<file path="config.mk">
export PLATFORM = sky130hd
export DESIGN_NAME = acl_front
export DESIGN_NICKNAME = d
export VERILOG_FILES = /design/src/design/acl_pkg.sv /design/src/design/acl_front.sv
export SDC_FILE = /design/constraint.sdc
export NUM_CORES = 1
export LEC_CHECK = 0
export BUFFER_PORTS_ARGS = -buffer_cell sky130_fd_sc_hd__buf_2
export CAP_MARGIN = 10
export CORE_ASPECT_RATIO = 1.4
export CORE_MARGIN = 2
export CORE_UTILIZATION = 57
export CTS_CLUSTER_SIZE = 25
export DETAILED_ROUTE_END_ITERATION = 10
export GPL_ROUTABILITY_DRIVEN = 0
export GPL_TIMING_DRIVEN = 0
export PLACE_DENSITY = 0.95
export SLEW_MARGIN = 20
export SYNTH_ARGS = -nofsm -noshare
export SYNTH_HDL_FRONTEND = slang
export SYNTH_SLANG_ARGS = --single-unit
</file>
<file path="constraint.sdc">
create_clock -name clk -period 17.1 [get_ports clk]
set_input_delay 0.855 -clock clk [delete_from_list [all_inputs] [get_ports clk]]
set_output_delay 0.855 -clock clk [all_outputs]
set_load 0.01 [all_outputs]
</file>
<file path="src/design/acl_pkg.sv">
// Shared types, constants and helper functions for the ACL classifier
package acl_pkg;
	localparam int WHITE_DEPTH = 64;
	localparam int BLACK_DEPTH = 16;
	localparam int PORT_PAT_LEN = 6;
	localparam int WIDX_W = $clog2(WHITE_DEPTH);
	localparam int BIDX_W = $clog2(BLACK_DEPTH);
	localparam int WCNT_W = $clog2(WHITE_DEPTH + 1);
	localparam int BCNT_W = $clog2(BLACK_DEPTH + 1);
	localparam int QDEPTH = 2;

	localparam logic [3:0] CH_ANY1 = 4'd10;
	localparam logic [3:0] CH_STAR = 4'd11;

	localparam logic CMD_ADD = 1'b0;
	localparam logic CMD_CHECK = 1'b1;

	localparam logic [1:0] LIST_WHITE = 2'd0;
	localparam logic [1:0] LIST_BLACK = 2'd1;

	localparam logic [1:0] FAM_IPV4 = 2'd0;
	localparam logic [1:0] FAM_IPV6 = 2'd1;
	localparam logic [1:0] FAM_UNSPEC = 2'd2;
	localparam logic [1:0] FAM_OTHER = 2'd3;

	localparam logic [1:0] DIR_ANY = 2'd0;
	localparam logic [1:0] DIR_IN = 2'd1;
	localparam logic [1:0] DIR_OUT = 2'd2;

	localparam logic [2:0] CAUSE_WHITE_HIT = 3'd0;
	localparam logic [2:0] CAUSE_BLACK_HIT = 3'd1;
	localparam logic [2:0] CAUSE_NOT_WHITE = 3'd2;
	localparam logic [2:0] CAUSE_IPV6 = 3'd3;
	localparam logic [2:0] CAUSE_UNSPEC = 3'd4;
	localparam logic [2:0] CAUSE_OTHER = 3'd5;
	localparam logic [2:0] CAUSE_ADDED = 3'd6;
	localparam logic [2:0] CAUSE_IGNORED = 3'd7;

	// check transaction handed from front to back
	typedef struct packed {
		logic [31:0] ip;
		logic [19:0] digits;   // five digits, first in top nibble
		logic [2:0] ndig;
		logic inbound;
	} chk_t;

	typedef struct packed {
		logic [31:0] ip;
		logic [3:0] wild;
		logic [23:0] chars;
		logic [2:0] len;
		logic [1:0] dir;
	} rule_t;

	typedef enum logic [1:0] {
		ST_IDLE,
		ST_BLACK,
		ST_WHITE,
		ST_DONE
	} scan_st_t;

	function automatic logic ip_match(rule_t r, logic [31:0] ip);
		logic ok;
		ok = 1'b1;
		for (int i = 0; i < 4; i++)
			if (!r.wild[3-i] && (r.ip[31-8*i -: 8] != ip[31-8*i -: 8]))
				ok = 1'b0;
		return ok;
	endfunction

	// glob over at most five digits: dp[i][j] = pattern[0..i) matches digits[0..j)
	function automatic logic glob_match(logic [23:0] chars, logic [2:0] len,
			logic [19:0] dg, logic [2:0] nd);
		logic [5:0] dp [0:6];
		logic [3:0] c;
		logic [3:0] d;
		for (int i = 0; i <= 6; i++)
			dp[i] = '0;
		dp[0][0] = 1'b1;
		for (int i = 1; i <= 6; i++) begin
			c = chars[23-4*(i-1) -: 4];
			for (int j = 0; j <= 5; j++) begin
				d = (j > 0) ? dg[19-4*(j-1) -: 4] : 4'd0;
				if (c == CH_STAR)
					dp[i][j] = dp[i-1][j] | ((j > 0) ? dp[i][j-1] : 1'b0);
				else if (j > 0)
					dp[i][j] = dp[i-1][j-1] & ((c == CH_ANY1) || (c == d && d < 4'd10));
			end
		end
		return (len != 3'd0) && dp[len][nd];
	endfunction
endpackage

</file>
<file path="src/design/acl_front.sv">
// Front end: command decode, family decisions, table appends, port digit split
module acl_front (
	input logic clk,
	input logic arst_n,
	input logic in_valid,
	output logic in_ready,
	input logic cmd,
	input logic [1:0] rule_list,
	input logic [31:0] rule_ip,
	input logic [3:0] rule_octet_wild,
	input logic [23:0] rule_port_chars,
	input logic [2:0] rule_port_len,
	input logic [1:0] rule_dir,
	input logic [1:0] family,
	input logic [31:0] peer_ip,
	input logic [15:0] peer_port,
	input logic inbound,
	output logic wr_white,
	output logic wr_black,
	output logic [acl_pkg::WIDX_W-1:0] wr_widx,
	output logic [acl_pkg::BIDX_W-1:0] wr_bidx,
	output acl_pkg::rule_t wr_rule,
	output logic [acl_pkg::WCNT_W-1:0] white_cnt,
	output logic [acl_pkg::BCNT_W-1:0] black_cnt,
	output logic q_push,
	input logic q_full,
	output acl_pkg::chk_t q_data,
	output logic fr_valid,
	output logic fr_allowed,
	output logic [2:0] fr_cause
);
	import acl_pkg::*;

	logic [WCNT_W-1:0] wcnt_q;
	logic [BCNT_W-1:0] bcnt_q;
	logic cv_q;
	logic [15:0] port_q;
	logic [19:0] dig_q;
	logic [2:0] nd_q;
	logic [31:0] ip_q;
	logic inb_q;
	logic [15:0] quo;
	logic [3:0] rem;

	assign in_ready = !cv_q && !q_full;
	assign white_cnt = wcnt_q;
	assign black_cnt = bcnt_q;

	// divide by ten: q = (x*52429)>>19 is exact for 16-bit x
	always_comb begin
		quo = 16'((33'(port_q) * 33'd52429) >> 19);
		rem = 4'(port_q - 16'(quo * 16'd10));
	end

	logic [2:0] plen;
	always_comb begin
		plen = (rule_port_len > 3'(PORT_PAT_LEN)) ? 3'(PORT_PAT_LEN) : rule_port_len;
		wr_rule = '{ip: rule_ip, wild: rule_octet_wild, chars: rule_port_chars,
			len: plen, dir: rule_dir};
		wr_widx = wcnt_q[WIDX_W-1:0];
		wr_bidx = bcnt_q[BIDX_W-1:0];
		wr_white = in_valid && in_ready && cmd == CMD_ADD && rule_list == LIST_WHITE
			&& wcnt_q < WCNT_W'(WHITE_DEPTH);
		wr_black = in_valid && in_ready && cmd == CMD_ADD && rule_list == LIST_BLACK
			&& bcnt_q < BCNT_W'(BLACK_DEPTH);
		fr_valid = in_valid && in_ready && !(cmd == CMD_CHECK && family == FAM_IPV4);
		fr_allowed = 1'b0;
		fr_cause = CAUSE_IGNORED;
		if (cmd == CMD_ADD) begin
			if (wr_white || wr_black) begin
				fr_allowed = 1'b1;
				fr_cause = CAUSE_ADDED;
			end
		end else begin
			unique case (family)
				FAM_IPV6: fr_cause = CAUSE_IPV6;
				FAM_UNSPEC: begin
					fr_allowed = 1'b1;
					fr_cause = CAUSE_UNSPEC;
				end
				default: fr_cause = CAUSE_OTHER;
			endcase
		end
		q_push = cv_q && (port_q < 16'd10) && !q_full;
		// digits are produced lowest first, shifting in at the top, so the last
		// one lands in the top nibble
		q_data = '{ip: ip_q, digits: {rem, dig_q[19:4]}, ndig: nd_q + 3'd1,
			inbound: inb_q};
	end

	always_ff @(posedge clk or negedge arst_n) begin
		if (!arst_n) begin
			wcnt_q <= '0;
			bcnt_q <= '0;
			cv_q <= 1'b0;
		end else begin
			if (wr_white)
				wcnt_q <= wcnt_q + 1'b1;
			if (wr_black)
				bcnt_q <= bcnt_q + 1'b1;
			if (in_valid && in_ready && cmd == CMD_CHECK && family == FAM_IPV4)
				cv_q <= 1'b1;
			else if (q_push)
				cv_q <= 1'b0;
		end
	end

	// one decimal digit per cycle
	always_ff @(posedge clk) begin
		if (in_valid && in_ready) begin
			port_q <= peer_port;
			dig_q <= '0;
			nd_q <= '0;
			ip_q <= peer_ip;
			inb_q <= inbound;
		end else if (cv_q && port_q >= 16'd10) begin
			port_q <= quo;
			dig_q <= {rem, dig_q[19:4]};
			nd_q <= nd_q + 3'd1;
		end
	end
endmodule

</file>
==> impl_metrics.yaml <==
final_layout:
  syn_to_final_growth_pct: 19.8
  fin_nets: 1362
  drive_above_1_share: 0.327
global_route:
  grt_max_degree: 36
  grtUsageTotal: 0.345
  antenna_found_initial: 2
  grt.overflow.total: 0
  grt_pass1_wl_mm: 40.1
  grt_pass1_vias: 7588
die:
  die_h_um: 146
  initial_utilization: 0.576
  core_um2: 14300
  rows: 52
  die_x_um: 106
  dieArea_um2: 15500
  io_pins: 275
sta:
  max_freq_mhz: 125
  rsz0062_at_grt: "no"
  finalCritPeriodShare: 0.470
  setup_viol_count_final: 0
  finalClockSkew_ns: 0.0115
  max_slew_margin: 0.477
  maxSlewViolCount: 0
  tightest_slew_ns: 0.785
  fin_tns_setup_ns: 0
  hold_viol: 0
  period_minus_slack_ns: 8.03
setup_path:
  arrival_ns: 7.17
  critPathLaunchType: "flop"
  rr_startpoint: "port_q[7]"
  crit_buf_inv: 7
  slowest_stage: "edfxtp_1"
  r2r-end: "dig_q[19]"
  worstPathCellList: "inv_1 > ha_1 > inv_1 > fa_1 > inv_1 > fa_1 > fa_1 > fa_1 > inv_1 > fa_1 > inv_1 > ha_1 > nand4_1 > a31oi_4 > nor2_2 > xnor2_1 > ha_1 > inv_1 > fa_1 > xnor2_1 > xnor3_1 > xnor2_1 > buf_2"
  cp-end-kind: "output pin"
  path_class: "flop to output pin"
  r2r_cells: 23
  slowest_delay_ns: 0.60
  critPathMaxFanout: 6
  critPathRequiredTime_ns: 16.25
  r2r_setup_slack_ns: 10.28
  cpLargestDelayFamily: "adder cells"
cts:
  cts.sinks: 81
  clk_latency_ns: 0.35
  cts-root-buf: "clkbuf_16"
  postCtsHoldBufs: 0
  cts_tree: "built"
  h-tree-depth: 3
  postCtsSetupBuffers: 0
  ctsResizeCount: 0
  cts.clk_slew.worst_paths_ns: 0.07
  cts_buffer_depth: 2
  cts_inserted_buffers: 9
yosys:
  yosys.area_share.adder: 0.415
  synth_simple_gate_area_share: 0.0704
  synth_mux_area_frac: 0.00273
  synth_compound_area_frac: 0.0652
  syn-num-nets: 1138
  ys_seq_area_frac: 0.264
  ys_types: 55
  yosys_warnings: 0
  syn_inst: 790
  synth_xor_area_frac: 0.0302
  avgSynthCellArea_um2: 10.4
  syn-cell-area_um2: 8250
  ys_ff_latch: 81
  synth_top_family_by_area: "adder cells"
route:
  routed-via-count: 6916
  antenna_left: 0
  first_pass_iters: 8
  drt_wl_total_mm: 26.1
  wire_per_inst_um: 21.5
  drt_iter0_drc: 607
  avgViaCountPerCell: 5.72
  drcViolationCount: 0
placement:
  port_buffers: 212
  hpwl_mm: 20.6
run_status:
  outcome: "finished, final reports clean"
job:
  maxCapViolCount: 0
min_path:
  min_path_type: "input port to asynchronous set/reset pin"
[worst max path at each step]
stage               from          to  cells past startpoint
3_5_place_dp   port_q[7]  q_data[23]                     23
4_1_cts        port_q[7]  q_data[23]                     23
3_3_place_gp   port_q[7]  q_data[23]                     23
2_1_floorplan  port_q[2]  q_data[23]                     21
5_1_grt        port_q[7]  q_data[23]                     23
6_report       port_q[7]  q_data[23]                     23
[cell families after synthesis]
logic type / Yosys count
and+or+nand+nor: 118
muxes: 2
AOI/OAI and AO/OA: 76
adders and majority gates: 225
DFF: 81
buffers and inverters: 262
xor gates and xnor gates: 26
[worst reg2reg max path, stage by stage (launching register included)]
cell and delay, ns:
edfxtp_1 0.60, inv_1 0.10, ha_1 0.32, inv_1 0.10, fa_1 0.52, inv_1 0.07, fa_1 0.53, fa_1 0.57
fa_1 0.57, inv_1 0.06, fa_1 0.55, inv_1 0.05, ha_1 0.30, nand4_1 0.28, a31oi_4 0.33, nor2_2 0.11
xnor2_1 0.23, ha_1 0.20, inv_1 0.06, fa_1 0.41, xnor2_1 0.17, xnor3_1 0.26, xnor2_1 0.25, a21o_1 0.15
[Yosys cell counts (all sizes together)]
library cell,instances,share of area
nor2b,2,0.0018
o31ai,6,0.0079
a22oi,1,0.0015
inv,178,0.081
dfxtp,19,0.046
fa,81,0.20
nor3,6,0.0050
clkbuf,9,0.0041
buf,75,0.068
nand2b,3,0.0023
or3,1,0.0014
ha,144,0.22
a21o,2,0.0018
o21a,2,0.0018
a2111oi,1,0.0033
mux2,2,0.0027
edfxtp,49,0.18
o21bai,1,0.00091
nand4,7,0.0061
or2,1,0.00076
xnor2,16,0.018
and3,8,0.0062
o21ai,31,0.020
o211ai,2,0.0024
nor3b,3,0.0033
nand3,9,0.0055
a31oi,3,0.0041
nand2,63,0.029
o22ai,1,0.0015
xor2,9,0.0096
o41a,1,0.0014
a41o,2,0.0024
xnor3,1,0.0027
nor2,13,0.0071
a21oi,21,0.014
nand3b,1,0.00091
a21boi,1,0.00091
dfrtp,13,0.039
or4,1,0.0011
a211oi,1,0.00091
[sequential cells by signal, summed over array words and instances (netlist names)]
signal and flops:
black_cnt 5, cv_q 1, dig_q 16, inb_q 1, ip_q 32, nd_q 3, port_q 16, white_cnt 7
[routing by layer]
layer,vias up,share of wire,global-route usage
met5,-,0,0
met4,0,0.088,0.249
met3,178,0.099,0.102
met2,520,0.51,0.593
met1,3302,0.31,0.352
li1,2916,-,-
[layout make-up]
class / instances / area, µm²
Fill cell: 940 / 4430
Timing Repair Buffer: 213 / 1080
Clock inverter: 4 / 31.3
Tap cell: 189 / 236
Clock buffer: 12 / 280
Multi-Input combinational cell: 447 / 4810
Inverter: 178 / 668
Sequential cell: 81 / 2180
Buffer: 84 / 594
Antenna cell: 2 / 5.00
[layout by cell type (no fill, tap or decap), drive strengths merged, types with 3 or more instances in the layout]
cell / count
nor3: 6
nand4: 7
ha: 144
nand3: 9
nand2b: 3
o21ai: 31
xor2: 9
dfxtp: 19
edfxtp: 49
a31oi: 3
xnor2: 16
nand2: 63
nor3b: 3
buf: 288
clkbuf: 21
o31ai: 6
inv: 179
clkinv: 3
dfrtp: 13
and3: 8
fa: 81
a21oi: 21
nor2: 13
[per-stage QoR]
step                       util  instance area, µm²  hold slack [ns]  instances  worst slack, ns
after CTS                 0.690                9880            0.393       1208             9.18
after detailed placement  0.669                9570            0.458       1192             9.62
after global routing      0.691                9880            0.402       1209             8.86
final                     0.691                9890            0.388       1210             9.07
after floorplan               -                8250            0.440        790            10.54
after global placement    0.667                9550            0.446       1191             9.94
Power is left out: the tool's default activity adds up to more than one toggle a clock period on the data nets, which glitch-free logic cannot reach.
