`config.mk`:
```
export PLATFORM = sky130hd
export DESIGN_NAME = acl_queue
export DESIGN_NICKNAME = d
export VERILOG_FILES = /design/src/design/acl_pkg.sv /design/src/design/acl_queue.sv
export SDC_FILE = /design/constraint.sdc
export NUM_CORES = 1
export LEC_CHECK = 0
export ABC_AREA = 1
export BUFFER_PORTS_ARGS = -buffer_cell sky130_fd_sc_hd__buf_4
export CORE_ASPECT_RATIO = 0.8
export CORE_UTILIZATION = 55
export DETAILED_ROUTE_END_ITERATION = 6
export PLACE_DENSITY = 0.95
export SLEW_MARGIN = 10
export SYNTH_ARGS = -nofsm -noshare
export SYNTH_HDL_FRONTEND = slang
export SYNTH_SLANG_ARGS = --single-unit
```
`constraint.sdc`:
```
create_clock -name clk -period 10.78 [get_ports clk]
set_clock_uncertainty 0.2 [all_clocks]
set_input_delay 3.234 -clock clk [delete_from_list [all_inputs] [get_ports clk]]
set_output_delay 3.234 -clock clk [all_outputs]
set_load 0.05 [all_outputs]
```
`src/design/acl_pkg.sv`:
```
// Shared types, constants and helper functions for the ACL classifier
package acl_pkg;
	localparam int WHITE_DEPTH = 64;
	localparam int BLACK_DEPTH = 16;
	localparam int PORT_PAT_LEN = 6;
	localparam int WIDX_W = $clog2(WHITE_DEPTH);
	localparam int BIDX_W = $clog2(BLACK_DEPTH);
	localparam int WCNT_W = $clog2(WHITE_DEPTH + 1);
	localparam int BCNT_W = $clog2(BLACK_DEPTH + 1);
	localparam int QDEPTH = 2;

	localparam logic [3:0] CH_ANY1 = 4'd10;
	localparam logic [3:0] CH_STAR = 4'd11;

	localparam logic CMD_ADD = 1'b0;
	localparam logic CMD_CHECK = 1'b1;

	localparam logic [1:0] LIST_WHITE = 2'd0;
	localparam logic [1:0] LIST_BLACK = 2'd1;

	localparam logic [1:0] FAM_IPV4 = 2'd0;
	localparam logic [1:0] FAM_IPV6 = 2'd1;
	localparam logic [1:0] FAM_UNSPEC = 2'd2;
	localparam logic [1:0] FAM_OTHER = 2'd3;

	localparam logic [1:0] DIR_ANY = 2'd0;
	localparam logic [1:0] DIR_IN = 2'd1;
	localparam logic [1:0] DIR_OUT = 2'd2;

	localparam logic [2:0] CAUSE_WHITE_HIT = 3'd0;
	localparam logic [2:0] CAUSE_BLACK_HIT = 3'd1;
	localparam logic [2:0] CAUSE_NOT_WHITE = 3'd2;
	localparam logic [2:0] CAUSE_IPV6 = 3'd3;
	localparam logic [2:0] CAUSE_UNSPEC = 3'd4;
	localparam logic [2:0] CAUSE_OTHER = 3'd5;
	localparam logic [2:0] CAUSE_ADDED = 3'd6;
	localparam logic [2:0] CAUSE_IGNORED = 3'd7;

	// check transaction handed from front to back
	typedef struct packed {
		logic [31:0] ip;
		logic [19:0] digits;   // five digits, first in top nibble
		logic [2:0] ndig;
		logic inbound;
	} chk_t;

	typedef struct packed {
		logic [31:0] ip;
		logic [3:0] wild;
		logic [23:0] chars;
		logic [2:0] len;
		logic [1:0] dir;
	} rule_t;

	typedef enum logic [1:0] {
		ST_IDLE,
		ST_BLACK,
		ST_WHITE,
		ST_DONE
	} scan_st_t;

	function automatic logic ip_match(rule_t r, logic [31:0] ip);
		logic ok;
		ok = 1'b1;
		for (int i = 0; i < 4; i++)
			if (!r.wild[3-i] && (r.ip[31-8*i -: 8] != ip[31-8*i -: 8]))
				ok = 1'b0;
		return ok;
	endfunction

	// glob over at most five digits: dp[i][j] = pattern[0..i) matches digits[0..j)
	function automatic logic glob_match(logic [23:0] chars, logic [2:0] len,
			logic [19:0] dg, logic [2:0] nd);
		logic [5:0] dp [0:6];
		logic [3:0] c;
		logic [3:0] d;
		for (int i = 0; i <= 6; i++)
			dp[i] = '0;
		dp[0][0] = 1'b1;
		for (int i = 1; i <= 6; i++) begin
			c = chars[23-4*(i-1) -: 4];
			for (int j = 0; j <= 5; j++) begin
				d = (j > 0) ? dg[19-4*(j-1) -: 4] : 4'd0;
				if (c == CH_STAR)
					dp[i][j] = dp[i-1][j] | ((j > 0) ? dp[i][j-1] : 1'b0);
				else if (j > 0)
					dp[i][j] = dp[i-1][j-1] & ((c == CH_ANY1) || (c == d && d < 4'd10));
			end
		end
		return (len != 3'd0) && dp[len][nd];
	endfunction
endpackage

```
`src/design/acl_queue.sv`:
```
// Small FIFO between front end and scan engine
module acl_queue (
	input logic clk,
	input logic arst_n,
	input logic push,
	input acl_pkg::chk_t wdata,
	output logic full,
	input logic pop,
	output logic nempty,
	output acl_pkg::chk_t rdata
);
	import acl_pkg::*;

	localparam int AW = $clog2(QDEPTH);
	chk_t mem_q [QDEPTH];
	logic [AW-1:0] wp_q, rp_q;
	logic [AW:0] cnt_q;

	assign full = cnt_q == (AW+1)'(QDEPTH);
	assign nempty = cnt_q != '0;
	assign rdata = mem_q[rp_q];

	always_ff @(posedge clk or negedge arst_n) begin
		if (!arst_n) begin
			wp_q <= '0;
			rp_q <= '0;
			cnt_q <= '0;
		end else begin
			if (push)
				wp_q <= wp_q + 1'b1;
			if (pop)
				rp_q <= rp_q + 1'b1;
			cnt_q <= cnt_q + (AW+1)'(push) - (AW+1)'(pop);
		end
	end

	always_ff @(posedge clk)
		if (push)
			mem_q[wp_q] <= wdata;
endmodule

```
==> flow_summary_export.csv, run 1 <==
group,metric,value,unit
status,status,"finished clean",
synthesis,syn_avg_cell_area,13.8,sq um
floorplan,die-area,8290,sq um
clock_network,cts_root_buf,"clkbuf_8",
setup_path,end_kind,"output pin",
grt,busiest_layer,"met2",
cells_and_area,fill_cells,446,
power_and_ir_drop,intPower,0.00112,W
timing,maxSlewViolCount,0,
floorplan,core-area,7530,sq um
route,drt_iter0_markers,132,
route,wl,8.23,mm
synthesis,synth-main-ff-cell,"edfxtp_1",
grt,grt_first_pass_wirelength,12.2,mm
grt,use_met1,22.3,%
job,drv_cap,0,
power_and_ir_drop,p_leak,2.51,nW
placed_design,place_area,5300,sq um
timing,worst_pin_slew,1.22,ns
route,vias,2686,
clock_network,cts_resized,0,
grt,grt_max_degree,114,
route,viasPerCell,4.81,
clock_network,cts_setup_buffers,0,
setup_path,cp.arrival,2.15,ns
timing,period_share,51.8,%
floorplan,io-pin-count,118,
setup_path,cp_max_fo,113,
grt,met3_usage,8.09,%
floorplan,start_util,57.9,%
grt,antenna_found_initial,0,
timing,finalSetupViolCount,0,
placed_design,io_buffers,117,
cells_and_area,syn2layout_area_growth,33.9,%
synthesis,synth_largest_area_cell,"edfxtp_1",
power_and_ir_drop,ir_worst_vdd,0.276,mV
synthesis,syn_area,4360,sq um
synthesis,ys_ff_latch,116,
synthesis,syn-num-nets,379,
power_and_ir_drop,pwr_density_cell,333,nW/um^2
clock_network,numClockSinks,116,
synthesis,async_reset_ff_share,3.45,%
grt,gr-total-overflow,0,
setup_path,worstPathRequired,7.35,ns
synthesis,syn_inst,317,
synthesis,synth.area.top_cells,"edfxtp_1 (77%), o21ai_0 (6.4%), inv_1 (5.4%)",
clock_network,clkTransAtPathRegs,0.05,ns
power_and_ir_drop,p_sw_share,42.1,%
power_and_ir_drop,p_switching,0.000819,W
placed_design,placed_cells,528,
clock_network,h-tree-depth,4,
power_and_ir_drop,clock_power_share,26.0,%
synthesis,synth_common_cells,"edfxtp_1 (112), inv_1 (63), nand2_1 (63)",
placed_design,dpl.hpwl,5.11,mm
power_and_ir_drop,pwr-share-seq,34.8,%
route,dr.pass1.iters,4,
synthesis,ys_seq_area_share,79.4,%
synthesis,yosysUniqueCellTypes,13,
worst_hold_path,hold_path.class,"reg -> reg",
cells_and_area,drive_gt1_share,32.6,%
cells_and_area,final_area,5840,sq um
route,antenna_left,0,
grt,grtUsageTotal,20.9,%
placed_design,place.gp.congestion,0.711,
floorplan,num_rows,28,
route,routedWlPerCell,14.7,um
grt,grt_use_met2,37.0,%
timing,hold_violations,0,
setup_path,critPathLaunchType,"flop",
timing,final.setup.tns,0,ns
setup_path,path_class,"reg -> out",
timing,min_period,5.58,ns
synthesis,yosys_warnings,0,
timing,rsz0062_at_grt,"false",
clock_network,cts_buffers,17,
cells_and_area,stdcell_count,559,
floorplan,die_w,102,um
synthesis,synth_enable_flop_cells,112,
clock_network,ctsHoldBuffers,0,
synthesis,synth_most_common_cell,"edfxtp_1",
floorplan,fp.dieH,81.6,um
cells_and_area,nets,504,
clock_network,clk-insertion-delay-late,0.50,ns
grt,first_global_vias,2643,
synthesis,synth_top_area_share,77.2,%
cells_and_area,antenna_cells,0,
timing,max_freq,0.179,GHz
route,drc,0,
clock_network,cts.path.max_buffers,2,
clock_network,cts_tree,"done",
timing,slew_headroom,18.2,%
power_and_ir_drop,power.share.combinational,39.2,%
cells_and_area,fin_util,77.5,%
-- logic make-up (layout without fill, tap and decap cells) --
group | count (synthesis) | count (layout) | synth area share, %
simple gates | 66 | 66 | 5.71
compound gates | 56 | 56 | 6.43
xor+xnor | 2 | 2 | 0.402
flops | 116 | 116 | 79.4
fa+ha+maj | 2 | 2 | 0.574
buf+inv | 75 | 212 | 7.43
-- critical path, cell delays in order (launching register included) --
cell and delay [ns]:
dfrtp_4 1.03, o21ai_0 0.31, buf_4 0.27
-- worst paths after layout --
| check | endpoint | start | cells after the start | slack [ns] |
|---|---|---|---|---|
| worst max-delay path | rdata[8] | rp_q | 2 | 5.20 |
| worst min-delay path | wp_q | wp_q | 1 | 0.35 |
| worst max register to register | mem_q[0][2] | wp_q | 2 | 8.64 |
| worst min register to register | wp_q | wp_q | 1 | 0.35 |
| max in group asynchronous | rp_q | arst_n | 1 | 7.95 |
| min in group asynchronous | cnt_q[0] | arst_n | 1 | 2.32 |
-- area by class of cell --
| class | instances | area [sq um] | share of cell area [%] |
|---|---|---|---|
| Sequential cell | 116 | 3470 | 59.4 |
| Clock inverter | 12 | 115 | 1.97 |
| Clock buffer | 19 | 422 | 7.22 |
| Timing Repair Buffer | 118 | 886 | 15.2 |
| Inverter | 63 | 236 | 4.05 |
| Multi-Input combinational cell | 126 | 579 | 9.92 |
| Tap cell | 105 | 131 | 2.25 |
-- registers in the layout, indices dropped and copies added, names as in the netlist --
name / cells
cnt_q: 2
wp_q: 1
mem_q: 112
rp_q: 1
-- metrics by stage --
| step | total power, W | hold WS [ns] | setup slack (ns) |
|---|---|---|---|
| floorplan | 0.00122 | 0.263 | 4.48 |
| global placement | 0.00143 | 0.329 | 5.71 |
| detailed placement | 0.00145 | 0.356 | 5.65 |
| CTS | 0.00196 | 0.355 | 5.18 |
| global route | 0.00202 | 0.379 | 5.03 |
| finish | 0.00194 | 0.347 | 5.20 |
-- power groups by stage --
stage / clock network, W / registers (W) / logic [W]
CTS: 0.000511 / 0.000678 / 0.000769
detailed placement: 0 / 0.000686 / 0.000764
global placement: 0 / 0.000679 / 0.000748
global route: 0.000529 / 0.000691 / 0.000802
floorplan: 0 / 0.000631 / 0.000589
finish: 0.000505 / 0.000677 / 0.000762
-- metal layers --
metal | vias to the layer above | routed length, um
met4 | 0 | 104
li1 | 1310 | -
met5 | - | 0
met3 | 11 | 563
met1 | 1269 | 3270
met2 | 96 | 4290
-- placed cells by master, fill, tap and decap left out --
cell type and n:
buf_4 118, bufinv_16 2, clkbuf_1 2, clkbuf_16 16, clkbuf_8 1, clkinv_1 2
clkinv_2 5, clkinvlp_4 3, dfrtp_1 3, dfrtp_4 1, edfxtp_1 112, ha_1 2
inv_1 62, inv_2 1, nand2_1 63, nand3_1 1, nor2_1 1, nor2_4 1
o21ai_0 56, xor2_1 2
Note: power is estimated with default switching activity, not from simulation.
==> run 2, diff against run 1 <==
--- a/config.mk
+++ b/config.mk
@@ -5,12 +5,12 @@
 export SDC_FILE = /design/constraint.sdc
 export NUM_CORES = 1
 export LEC_CHECK = 0
-export ABC_AREA = 1
+export ABC_AREA = 0
 export BUFFER_PORTS_ARGS = -buffer_cell sky130_fd_sc_hd__buf_4
 export CORE_ASPECT_RATIO = 0.8
-export CORE_UTILIZATION = 55
+export CORE_UTILIZATION = 52
 export DETAILED_ROUTE_END_ITERATION = 6
-export PLACE_DENSITY = 0.95
+export PLACE_DENSITY = 0.91
 export SLEW_MARGIN = 10
 export SYNTH_ARGS = -nofsm -noshare
 export SYNTH_HDL_FRONTEND = slang
==> constraint.sdc (replaced) <==
create_clock -name clk -period 5.15 [get_ports clk]
set_clock_uncertainty 0.2 [all_clocks]
set_input_delay 1.545 -clock clk [delete_from_list [all_inputs] [get_ports clk]]
set_output_delay 1.545 -clock clk [all_outputs]
set_load 0.05 [all_outputs]
==> run 2 against run 1 <==
- power grew 110%
- count of clock-buffer cells in the layout fell by 1
- clock power is 130% higher
- synthesized cell count decreased by 40%
- core utilization is 3.6 points lower
- die area grew 5.7%
- register-to-register slack got worse by 5.6 ns
- sequential power is 110% higher
- largest power group unchanged
==> flow_summary_export.csv, run 2 <==
group,metric,value,unit
grt,grt_first_pass_wirelength,11.8,mm
cells_and_area,top_regs,"mem_q x112, cnt_q x2",
setup_path,r2r_slack,3.07,ns
setup_path,path_class,"reg -> out",
synthesis,synth_enable_flop_cells,112,
timing,finalSetupViolCount,0,
setup_path,cp-startpoint,"rp_q",
clock_network,numClockSinks,116,
floorplan,fp.dieH,83.9,um
synthesis,synth-simple-area-share,0.574,%
timing,period_share,76.2,%
setup_path,slowest_delay,1.04,ns
cells_and_area,layout_common_cells,"buf_4 (119), edfxtp_1 (112), mux2_4 (30)",
floorplan,start_util,54.4,%
timing,timing.hold.ws,0.353,ns
synthesis,synth.area.top_cells,"edfxtp_1 (77%), mux2_4 (10%), mux2_2 (6.7%)",
route,antenna_left,0,
status,status,"finished clean",
setup_path,critPathLaunchType,"flop",
grt,gr-total-overflow,0,
setup_path,end_kind,"output pin",
power_and_ir_drop,p_leak,2.36,nW
setup_path,path_cells,"mux2_2, buf_4",
setup_path,worstPathRequired,3.41,ns
timing,min_period,3.92,ns
setup_path,r2r_cells,2,
route,drc,0,
clock_network,cts_setup_buffers,0,
synthesis,synth_top_family_by_area,"multiplexers",
synthesis,synth_mux_area_share,17.0,%
floorplan,die_w,104,um
synthesis,yosys_warnings,0,
synthesis,syn_avg_cell_area,23.1,sq um
floorplan,die-area,8760,sq um
clock_network,ctsHoldBuffers,0,
clock_network,cts_root_buf,"clkbuf_8",
grt,antenna_found_initial,0,
setup_path,rr_endpoint,"mem_q[1][55]",
synthesis,ys_seq_area_share,79.4,%
timing,slew_headroom,37.3,%
synthesis,synth-compound-area-share,0,%
placed_design,dpl.hpwl,4.70,mm
cells_and_area,regMostFlops,"mem_q",
job,drv_cap,0,
clock_network,cts_resized,0,
grt,grt_max_degree,58,
route,vias,2208,
setup_path,crit-reg2reg-launch,"wp_q",
timing,rsz0062_at_grt,"false",
setup_path,cp_max_fo,57,
grt,first_global_vias,2354,
timing,maxSlewViolCount,0,
clock_network,clk-insertion-delay-late,0.48,ns
synthesis,syn-num-nets,251,
power_and_ir_drop,pwr_density_cell,687,nW/um^2
grt,grtUsageTotal,18.7,%
route,wl,7.71,mm
timing,final.setup.tns,0,ns
clock_network,cts.path.max_buffers,2,
timing,worst_pin_slew,0.941,ns
cells_and_area,drive_gt1_share,61.4,%
route,viasPerCell,5.02,
timing,hold_violations,0,
floorplan,num_rows,29,
synthesis,yosysUniqueCellTypes,13,
power_and_ir_drop,ir_worst_vdd,0.383,mV
timing,max_freq,0.255,GHz
clock_network,cts_buffers,17,
synthesis,syn_area,4360,sq um
cells_and_area,final_common_cell,"buf_4",
power_and_ir_drop,finalPower,0.00407,W
placed_design,place.gp.congestion,0.676,
synthesis,async_reset_ff_share,3.45,%
cells_and_area,antenna_cells,0,
synthesis,synth_largest_area_cell,"edfxtp_1",
floorplan,io-pin-count,118,
clock_network,h-tree-depth,4,
placed_design,io_buffers,117,
route,drt_iter0_markers,75,
worst_hold_path,hold_path.class,"reg -> reg",
synthesis,synth_fa_ha_area_share,0.574,%
synthesis,ys_ff_latch,116,
setup_path,cpMaxStageDelayCell,"dfrtp_4",
synthesis,synth_common_cells,"edfxtp_1 (112), mux2_4 (30), mux2_2 (26)",
setup_path,crit_end,"rdata[55]",
clock_network,clkTransAtPathRegs,0.05,ns
synthesis,synth_top_area_share,77.1,%
clock_network,cts_tree,"done",
synthesis,synth_most_common_cell,"edfxtp_1",
synthesis,synth-main-ff-cell,"edfxtp_1",
synthesis,syn_inst,189,
cells_and_area,largest_register_ffs,112,
floorplan,core-area,8020,sq um
cells_and_area,nets,383,
synthesis,synth_xor_area_share,0.947,%
route,dr.pass1.iters,5,
route,routedWlPerCell,17.5,um
setup_path,cp.arrival,2.18,ns
cells_and_area,syn2layout_area_growth,36.0,%
[run 2: cell types whose count changed after synthesis, moves of 2 or more]
cell	change
buf_4	-3
clkbuf_1	-4
inv_1	-61
mux2_2	+26
mux2_4	+30
nand2_1	-63
nor2_1	-2
nor2b_1	+2
o21ai_0	-56
[run 2: where the power goes]
| part | internal [W] | total [W] | switching [W] |
|---|---|---|---|
| sequential | 0.00126 | 0.00142 | 0.000160 |
| combinational | 0.000570 | 0.00151 | 0.000942 |
| clock | 0.000771 | 0.00114 | 0.000369 |
[run 2: cells by family (layout without fill, tap and decap cells)]
| family | count (synthesis) | after routing |
|---|---|---|
| multiplexers | 56 | 56 |
| AND/OR/NAND/NOR | 4 | 4 |
| adder cells (fa/ha/maj) | 2 | 2 |
| flip-flops | 116 | 116 |
| XOR/XNOR | 3 | 3 |
| buffers and inverters | 8 | 151 |
[run 2: metrics by stage]
stage	setup WS [ns]	std cells	utilization [%]	instance area, sq um
6_report	1.23	440	73.9	5930
5_1_grt	1.12	440	73.9	5930
4_1_cts	1.18	440	73.9	5930
3_5_place_dp	1.72	410	66.7	5350
3_3_place_gp	1.74	410	66.7	5350
2_1_floorplan	0.456	189	-	4360
[run 2: how the worst min path moves through the flow]
stage                     from  endpoint  slack, ns  depth (start not counted)
after floorplan           wp_q      wp_q       0.26                          1
after global placement    wp_q      wp_q       0.32                          1
after detailed placement  wp_q      wp_q       0.35                          1
after CTS                 wp_q      wp_q       0.36                          1
after global routing      wp_q      wp_q       0.39                          1
final                     wp_q      wp_q       0.35                          1
[run 2: critical path: cells and delay by family, from the launching register on]
kind	cells	cell delay, ns
flip-flops	1	1.04
multiplexers	1	0.43
buffers and inverters	1	0.19
[run 2: layout make-up]
class                      count  area [sq um]
inverter                       2          7.51
multi-input combinational     65           843
fill                         496          2090
clock inverter                12           164
tap                          108           135
timing repair buffer         119           893
clock buffer                  18           418
sequential                   116          3470
[run 2: layer usage]
layer / wire (um) / part of all wire (%) / track usage, % / up-vias
li1: - / - / - / 1016
met1: 2980 / 39 / 20.0 / 1099
met2: 4200 / 55 / 33.7 / 83
met3: 446 / 5.8 / 7.03 / 10
met4: 80 / 1.0 / 6.88 / 0
met5: 0 / 0 / 0 / -
